[config.mk]
export PLATFORM = sky130hd
export DESIGN_NAME = gcaf_front
export DESIGN_NICKNAME = d
export VERILOG_FILES = /design/src/design/gcaf_pkg.sv /design/src/design/gcaf_front.sv
export SDC_FILE = /design/constraint.sdc
export NUM_CORES = 1
export LEC_CHECK = 0
export BUFFER_PORTS_ARGS = -buffer_cell sky130_fd_sc_hd__buf_2
export CAP_MARGIN = 20
export CORE_MARGIN = 10
export CORE_UTILIZATION = 50
export CTS_CLUSTER_DIAMETER = 30
export CTS_CLUSTER_SIZE = 10
export DETAILED_ROUTE_END_ITERATION = 8
export PLACE_DENSITY = 0.68
export SKIP_LAST_GASP = 1
export SLEW_MARGIN = 20
export SYNTH_ARGS = -nofsm -noshare
export SYNTH_HDL_FRONTEND = slang
export SYNTH_SLANG_ARGS = --single-unit
[constraint.sdc]
create_clock -name clk -period 29.2 [get_ports clk]
set_input_delay 2.92 -clock clk [delete_from_list [all_inputs] [get_ports clk]]
set_output_delay 2.92 -clock clk [all_outputs]
set_load 0.005 [all_outputs]
[src/design/gcaf_pkg.sv]
// Shared types, constants and tables of the complementary attitude filter.
`timescale 1ns / 1ps

package gcaf_pkg;

    localparam int FRAC_BITS    = 16;
    localparam int ANG_FRAC     = 24;
    localparam int CORDIC_STEPS = 16;
    localparam int TICK_RATE    = 10000;

    localparam int RAW_W  = 16;
    localparam int RATE_W = 26;
    localparam int ANG_W  = 26;
    localparam int HDG_W  = 25;
    localparam int TICK_W = 16;
    localparam int CNT_W  = 16;

    localparam int IN_TDATA_W  = 144;
    localparam int OUT_TDATA_W = 184;

    // CORDIC datapath: inputs scaled by 2^16, gain ~1.65, plus sign headroom.
    localparam int XY_W     = 36;
    localparam int Z_W      = 34;
    localparam int STEP_W   = $clog2(CORDIC_STEPS);
    localparam int PRESCALE = 16;

    // Shared divider: magnitude dividend, doubled divisor, quotient bits.
    localparam int NUM_W = 46;
    localparam int DEN_W = 16;
    localparam int DVS_W = DEN_W + 1;
    localparam int QUO_W = 30;
    localparam int RES_W = QUO_W + 1;
    localparam int OP_W  = 33;
    localparam int COEF_W = 17;

    localparam logic [CNT_W-1:0] CALIB_RESET = 16'd1000;

    // raw * 1000 * 2^F / 2^17, exact for F = 16
    localparam int RATE_SCALE  = (1000 << FRAC_BITS) / (1 << 17);
    localparam int BLEND_OLD   = 95;
    localparam int BLEND_NEW   = 5;
    localparam int BLEND_DEN   = 100;
    localparam int HDG_OLD     = 999;
    localparam int HDG_DEN     = 1000;

    localparam logic signed [31:0] HALF_TURN = 32'sd180 <<< FRAC_BITS;
    localparam logic signed [31:0] ANG_LIM   = 32'sd360 <<< FRAC_BITS;

    typedef enum logic [1:0] {
        KIND_CALIB,
        KIND_LAST,
        KIND_RUN
    } kind_t;

    typedef struct packed {
        kind_t                      kind;
        logic [CNT_W-1:0]           tgt;
        logic signed [RAW_W-1:0]    gx;
        logic signed [RAW_W-1:0]    gy;
        logic signed [RAW_W-1:0]    gz;
        logic signed [RATE_W-1:0]   sx;
        logic signed [RATE_W-1:0]   sy;
        logic signed [RATE_W-1:0]   sz;
        logic signed [RAW_W-1:0]    ax;
        logic signed [RAW_W-1:0]    ay;
        logic signed [RAW_W-1:0]    az;
        logic signed [HDG_W-1:0]    hdg;
        logic [TICK_W-1:0]          ticks;
    } item_t;

    typedef struct packed {
        logic [NUM_W-1:0] dividend;
        logic [DVS_W-1:0] divisor;
    } div_req_t;

    typedef enum logic [3:0] {
        ST_IDLE,
        ST_LOAD,
        ST_SUM,
        ST_OPA,
        ST_MUL,
        ST_DIV,
        ST_WAIT,
        ST_POST,
        ST_FINAL,
        ST_OUT
    } back_state_t;

    // atan(2^-i) in degrees, 2^-24 units
    function automatic logic signed [Z_W-1:0] atan_entry(input logic [4:0] idx);
        logic signed [Z_W-1:0] v;
        case (idx)
            5'd0:    v = Z_W'(754974720);
            5'd1:    v = Z_W'(445687602);
            5'd2:    v = Z_W'(235489088);
            5'd3:    v = Z_W'(119537938);
            5'd4:    v = Z_W'(60000934);
            5'd5:    v = Z_W'(30029717);
            5'd6:    v = Z_W'(15018523);
            5'd7:    v = Z_W'(7509720);
            5'd8:    v = Z_W'(3754917);
            5'd9:    v = Z_W'(1877466);
            5'd10:   v = Z_W'(938734);
            5'd11:   v = Z_W'(469367);
            5'd12:   v = Z_W'(234684);
            5'd13:   v = Z_W'(117342);
            5'd14:   v = Z_W'(58671);
            5'd15:   v = Z_W'(29335);
            5'd16:   v = Z_W'(14668);
            5'd17:   v = Z_W'(7334);
            5'd18:   v = Z_W'(3667);
            5'd19:   v = Z_W'(1833);
            5'd20:   v = Z_W'(917);
            5'd21:   v = Z_W'(458);
            5'd22:   v = Z_W'(229);
            5'd23:   v = Z_W'(115);
            default: v = '0;
        endcase
        return v;
    endfunction

endpackage

[src/design/gcaf_front.sv]
// Input side: accepts samples, scales the rates, tags calibration words, queues them.
`timescale 1ns / 1ps

module gcaf_front #(
    parameter int DEPTH = 2
) (
    input  logic                           clk,
    input  logic                           rst_n,
    input  logic                           cfg_wr,
    input  logic [gcaf_pkg::CNT_W-1:0]     target,
    input  logic                           s_tvalid,
    output logic                           s_tready,
    input  logic [gcaf_pkg::IN_TDATA_W-1:0] s_tdata,
    output logic                           q_valid,
    input  logic                           q_ready,
    output gcaf_pkg::item_t                q_item
);
    import gcaf_pkg::*;

    localparam int PW = (DEPTH > 1) ? $clog2(DEPTH) : 1;
    localparam int FW = $clog2(DEPTH + 1);
    localparam logic signed [10:0] SCALE_C = 11'(RATE_SCALE);

    item_t             mem_reg [DEPTH];
    logic [PW-1:0]     wr_reg;
    logic [PW-1:0]     rd_reg;
    logic [FW-1:0]     fill_reg;
    logic [CNT_W-1:0]  count_reg;
    logic              cal_reg;

    logic              push;
    logic              pop;
    logic [CNT_W-1:0]  tgt_eff;
    logic [CNT_W:0]    count_inc;
    logic              last_calib;
    item_t             new_item;

    assign tgt_eff    = (target == '0) ? CNT_W'(1) : target;
    assign count_inc  = {1'b0, count_reg} + 1'b1;
    assign last_calib = !cal_reg && (count_inc == {1'b0, tgt_eff});

    assign s_tready = (fill_reg < FW'(DEPTH));
    assign push     = s_tvalid && s_tready;
    assign q_valid  = (fill_reg != '0);
    assign pop      = q_valid && q_ready;
    assign q_item   = mem_reg[rd_reg];

    // tdata: gx, gy, gz, ax, ay, az, heading, ticks from bit 0 up
    always_comb
    begin
        new_item.gx    = s_tdata[15:0];
        new_item.gy    = s_tdata[31:16];
        new_item.gz    = s_tdata[47:32];
        new_item.ax    = s_tdata[63:48];
        new_item.ay    = s_tdata[79:64];
        new_item.az    = s_tdata[95:80];
        new_item.hdg   = s_tdata[120:96];
        new_item.ticks = s_tdata[136:121];
        new_item.sx    = RATE_W'(new_item.gx * SCALE_C);
        new_item.sy    = RATE_W'(new_item.gy * SCALE_C);
        new_item.sz    = RATE_W'(new_item.gz * SCALE_C);
        new_item.tgt   = tgt_eff;
        if (cal_reg)
        begin
            new_item.kind = KIND_RUN;
        end
        else if (last_calib)
        begin
            new_item.kind = KIND_LAST;
        end
        else
        begin
            new_item.kind = KIND_CALIB;
        end
    end

    always_ff @(posedge clk)
    begin
        if (push)
        begin
            mem_reg[wr_reg] <= new_item;
        end
    end

    always_ff @(posedge clk or negedge rst_n)
    begin
        if (!rst_n)
        begin
            wr_reg    <= '0;
            rd_reg    <= '0;
            fill_reg  <= '0;
            count_reg <= '0;
            cal_reg   <= 1'b0;
        end
        else
        begin
            if (push)
            begin
                wr_reg <= (wr_reg == PW'(DEPTH - 1)) ? '0 : wr_reg + 1'b1;
            end
            if (pop)
            begin
                rd_reg <= (rd_reg == PW'(DEPTH - 1)) ? '0 : rd_reg + 1'b1;
            end
            if (push && !pop)
            begin
                fill_reg <= fill_reg + 1'b1;
            end
            else if (pop && !push)
            begin
                fill_reg <= fill_reg - 1'b1;
            end

            if (cfg_wr)
            begin
                count_reg <= '0;
                cal_reg   <= 1'b0;
            end
            else if (push && !cal_reg)
            begin
                count_reg <= count_inc[CNT_W-1:0];
                if (last_calib)
                begin
                    cal_reg <= 1'b1;
                end
            end
        end
    end

`ifndef NO_ASSERTIONS
    a_fill_bound: assert property (@(posedge clk) disable iff (!rst_n)
        fill_reg <= FW'(DEPTH))
        else $error("queue fill beyond depth");

    a_count_bound: assert property (@(posedge clk) disable iff (!rst_n)
        !cal_reg |-> (count_reg < tgt_eff))
        else $error("calibration count passed its target");

    a_push_pop: assert property (@(posedge clk) disable iff (!rst_n)
        push && pop |=> $stable(fill_reg))
        else $error("fill moved on simultaneous push and pop");
`endif

endmodule

==> After elaboration in Yosys (flattened, before gate mapping) <==
Memories as Yosys holds them, arrays and structs flattened.
Index checks and enable logic that the tools add are counted.
{ "totals": {"reg_bits": 21, "ram_bits": 454, "input_bits": 165, "output_inout_bits": 235, "elab_cells": 45, "mem_count": 1} }
{ "memory_table": {"columns": ["memory", "depth", "word_bits", "read_ports", "rd_clocked_by_memory_dff", "wr", "line", "text"], "rows": [
  ["mem_reg", 2, 227, 1, 0, 1, "gcaf_front.sv:24", "item_t mem_reg [DEPTH];"]
]} }
{ "classes": {"add_sub_neg": 5, "multipliers": 3, "order_cmp": 1, "n_eq_ne": 1, "muxes": 14, "reduce_logical": 15} }
{ "ops": {"columns": ["op", "count"], "rows": [
  ["16-bit by 8-bit multiplier with 24-bit output (second input constant)", 3],
  ["16-bit 2-to-1 mux", 3],
  ["16-bit by 1-bit adder with 17-bit output (second input constant)", 1],
  ["17-bit by 16-bit equality test with 1-bit output", 1],
  ["16-bit zero test", 1],
  ["1-bit 2-to-1 mux", 8],
  ["2-bit nonzero test", 4],
  ["1-bit logical AND", 6],
  ["2-bit 2-to-1 mux", 3],
  ["1-bit zero test", 3],
  ["1-bit adder (second input constant)", 2],
  ["2-bit by 1-bit adder with 2-bit output (second input constant)", 1],
  ["2-bit < comparator (second input constant)", 1],
  ["2-bit AND reduction", 1],
  ["2-bit by 1-bit subtractor with 2-bit output (second input constant)", 1]
]} }

==> Logic depth before layout (Yosys ltp) <==
{ "depth": {"ltp_word": 7, "mapped_depth": 19, "ltp_nobuf": 18} }

==> Worst setup path after synthesis <==
OpenSTA, ideal clock, no wires.
{ "synth_path": {"path_kind": "input to register", "startpoint": "input s_tvalid", "endpoint": "memory mem_reg[0][0] (netlist bit) (enable)", "setup_time_ns": 0.807, "arrival_ns": 12.319, "required_ns": 28.393, "slack_ns": 16.074, "cell_stages": 3, "n_path_buf": 1, "path_cell_list": "nand2b_1 > clkbuf_1 > nor2_1"} }
{ "synth_via": {"elab_chain_cells": 3} }
{ "synth_lines": {"columns": ["item", "line", "text"], "rows": [
  ["start, declared", "gcaf_front.sv:11", "input logic s_tvalid,"],
  ["1-bit logical AND", "gcaf_front.sv:43", "assign push = s_tvalid && s_tready;"],
  ["1-bit 2-to-1 mux", "gcaf_front.sv:79", "if (push)"],
  ["1-bit 2-to-1 mux (implied by the code)", "gcaf_front.sv:81", "mem_reg[wr_reg] <= new_item;"],
  ["end, declared", "gcaf_front.sv:24", null]
]} }
No other way between the ends.

==> impl_metrics.csv <==
group,metric,value,unit
run_status,status,"completed",
power,power_density,109,mW/mm2
global_routing,grt_max_degree,181,
final_layout,largest_reg_flops,442,
floorplan,placementRows,85,
global_routing,grt_pass1_wl,93600,um
timing,fin_crit,7200,ps
final_layout,syn2layout_area_growth,21.4,%
worst_setup_path,r2r_start,"fill_reg[1]",
clock_tree,cts_sinks,463,
timing,tightestPinTransition,1110,ps
yosys,synth-seq-area-share,51.0,%
power,leakagePower,14.4,nW
yosys,synthDistinctLibCells,60,
floorplan,start_util,50.4,%
clock_tree,cts_resized,0,
final_layout,nets,2981,
floorplan,die_w,253,um
routing,drt_wl_total,58000,um
routing,first_pass_iters,5,
yosys,synth_enable_flop_cells,442,
power,peakVddDrop,78.0,uV
clock_tree,cts_hold_buf,0,
yosys,ys_seq_elements,463,
yosys,netlist_instances,2029,
timing,period_share,24.6,%
timing,finalSetupViolCount,0,
routing,drtIter0Drc,761,
timing,fmax,139,MHz
clock_tree,root_buffer,"clkbuf_16",
place,place_congestion,0.843,
routing,vias,16376,
place,dp_hpwl,42100,um
worst_setup_path,cp.arrival,7530,ps
timing,max_slew_margin,25.9,%
min_path,hp-class,"flip-flop to flip-flop",
yosys,synthFlopType,"edfxtp_1",
yosys,async_reset_ff_share,4.54,%
routing,wl_per_cell,18.0,um
floorplan,io_pins,400,
timing,final-max-slew-violation-count,0,
worst_setup_path,r2r_slack,25710,ps
worst_setup_path,critPathKind,"input port to flip-flop",
routing,routed_via_density,5.08,
clock_tree,clock_latency,620,ps
clock_tree,clockBufferDepth,3,
global_routing,grt.total_usage,18.5,%
yosys,synth_warnings,0,
yosys,syn_avg_cell_area,13.3,um2
worst_setup_path,crit_end,"mem_reg[1][110]",
worst_setup_path,path_max_fanout,7,
yosys,synth_area,0.0271,mm2
clock_tree,clk_pin_slew,50,ps
timing,hold_viol_final,0,
job,cap_viol_max_count,0,
routing,drc,0,
final_layout,fillers,4196,
place,io_buffers,386,
worst_setup_path,required,29530,ps
worst_setup_path,crit_path_max_incr_delay,650,ps
timing,fin_worst_skew,28.3,ps
worst_setup_path,end_kind,"flip-flop",
worst_setup_path,crit_chain,"buf_2 -> inv_1 -> fa_1 -> fa_1 -> inv_1 -> fa_1 -> inv_1 -> fa_1 -> inv_1 -> ha_1 -> a21o_1 -> a21o_1 -> o41ai_1 -> o311ai_1 -> nor2_1 -> a21oi_1 -> xor2_1",
worst_setup_path,critPathLaunch,"s_tdata[36]",
timing,setup_slack,22000,ps
clock_tree,cts_tree,"yes",
clock_tree,numCtsBuffers,89,
worst_setup_path,r2r_cells,4,
floorplan,die_area,0.0638,mm2
global_routing,grt_overflow,0,
worst_setup_path,cpMaxStageDelayCell,"o41ai_1",
timing,grt_setup_unrepaired,"false",
worst_setup_path,r2r-end,"mem_reg[0][177]",
routing,ant_nets,0,
global_routing,antenna_found_initial,1,
timing,fin_setup_tns,0,ps
global_routing,grt_pass1_vias,17976,
final_layout,drive_above_1_share,30.4,%
floorplan,core_area,0.0537,mm2
floorplan,die-height,253,um
clock_tree,cts_setup_buffers,0,
clock_tree,cts_max_level,3,
place,dp_slack,21400,ps
worst_setup_path,start_kind,"input port",
power,power,0.00357,W
[critical path: cells and delay by family]
kind	cells	cell delay, ps
simple gates	1	210
buf+inv	5	450
xor+xnor	1	180
fa+ha+maj	5	2340
compound gates	5	1430
[synth_stat cells (2+ instances only)]
cell | number | area, um2
edfxtp_1 | 442 | 13300
o211ai_1 | 5 | 37.5
nand2b_1 | 8 | 50.1
fa_1 | 176 | 3520
nand2_1 | 41 | 154
or2_2 | 3 | 18.8
mux2_2 | 221 | 2490
a21oi_1 | 51 | 255
or3_1 | 7 | 43.8
a21o_1 | 21 | 158
nand4_1 | 9 | 56.3
o41ai_1 | 2 | 17.5
o21ai_0 | 24 | 120
nor2b_1 | 11 | 68.8
a211o_1 | 4 | 35.0
o21ai_1 | 4 | 20.0
o21a_1 | 7 | 52.6
xor2_1 | 33 | 289
nor2_1 | 48 | 180
xnor2_1 | 65 | 569
clkbuf_1 | 50 | 188
nand3b_1 | 3 | 22.5
buf_4 | 13 | 97.6
a41o_1 | 2 | 20.0
nand3_1 | 18 | 90.1
o221ai_1 | 2 | 17.5
o21bai_1 | 9 | 67.6
nor4b_1 | 3 | 26.3
dfrtp_1 | 21 | 526
mux2i_1 | 3 | 30.0
nor3_1 | 11 | 55.1
nor4_1 | 3 | 18.8
and2_1 | 6 | 37.5
and3_1 | 8 | 50.1
a31oi_1 | 9 | 56.3
and4_1 | 3 | 26.3
ha_1 | 188 | 2350
a211oi_1 | 7 | 52.6
inv_1 | 467 | 1750
[through the flow]
step                cells  utilization [%]  hold slack [ps]  area (um2)
floorplan            2034                -              461       27100
global placement     3056             55.2              494       29700
detailed placement   3056             55.2              503       29700
CTS                  3223             61.1              512       32800
global route         3224             61.2              549       32900
finish               3225             61.2              513       32900
[power breakdown]
| part | internal [W] | switching (W) |
|---|---|---|
| logic | 0.000641 | 0.000825 |
| clock network | 0.000706 | 0.000341 |
| registers | 0.00101 | 0.0000446 |
[worst min path at each step]
stage                 from          end  slack, ps  cells after the start
6_report       fill_reg[0]  fill_reg[0]        510                      1
5_1_grt        fill_reg[0]  fill_reg[0]        550                      1
4_1_cts        fill_reg[0]  fill_reg[0]        510                      1
3_5_place_dp   fill_reg[0]  fill_reg[0]        500                      1
3_3_place_gp   fill_reg[0]  fill_reg[0]        490                      1
2_1_floorplan       wr_reg       wr_reg        460                      1
[cell type report]
cell class / instances / area, um2 / area share [%]
Clock inverter: 67 / 877 / 2.67
Inverter: 467 / 1750 / 5.34
Clock buffer: 100 / 2280 / 6.94
Timing Repair Buffer: 393 / 2030 / 6.18
Multi-Input combinational cell: 1038 / 11200 / 34.2
Antenna cell: 1 / 2.50 / 0.00762
Tap cell: 696 / 871 / 2.65
Sequential cell: 463 / 13800 / 42.0
[cells by family (layout without fill, tap and decap cells)]
family          count (synthesis)  in the layout  share of synthesized area (%)
buf+inv                       533           1027                           7.60
flops                         463            463                           51.0
fa+ha+maj                     364            364                           21.7
mux                           224            224                           9.31
simple gates                  188            188                           3.51
compound gates                158            158                           3.70
xor+xnor                       98             98                           3.17
other cells                     1              7                         0.0139
[metal layers]
metal | part of all wire (%) | global-route usage, % | wire length, um
met5 | 0.022 | 0 | 13
met4 | 1.4 | 5.30 | 821
met3 | 7.5 | 5.14 | 4340
met2 | 51 | 31.8 | 29300
met1 | 40 | 22.3 | 23500
[cell usage in the layout, fill, tap and decap left out, drive strengths merged, types with 48 or more instances in the layout]
cell	netlist	routed
a21oi	51	51
ha	188	188
nor2	48	48
fa	176	176
mux2	221	221
xnor2	65	65
buf	16	393
inv	467	469
clkbuf	50	100
edfxtp	442	442
(Power assumes the default switching activity.)
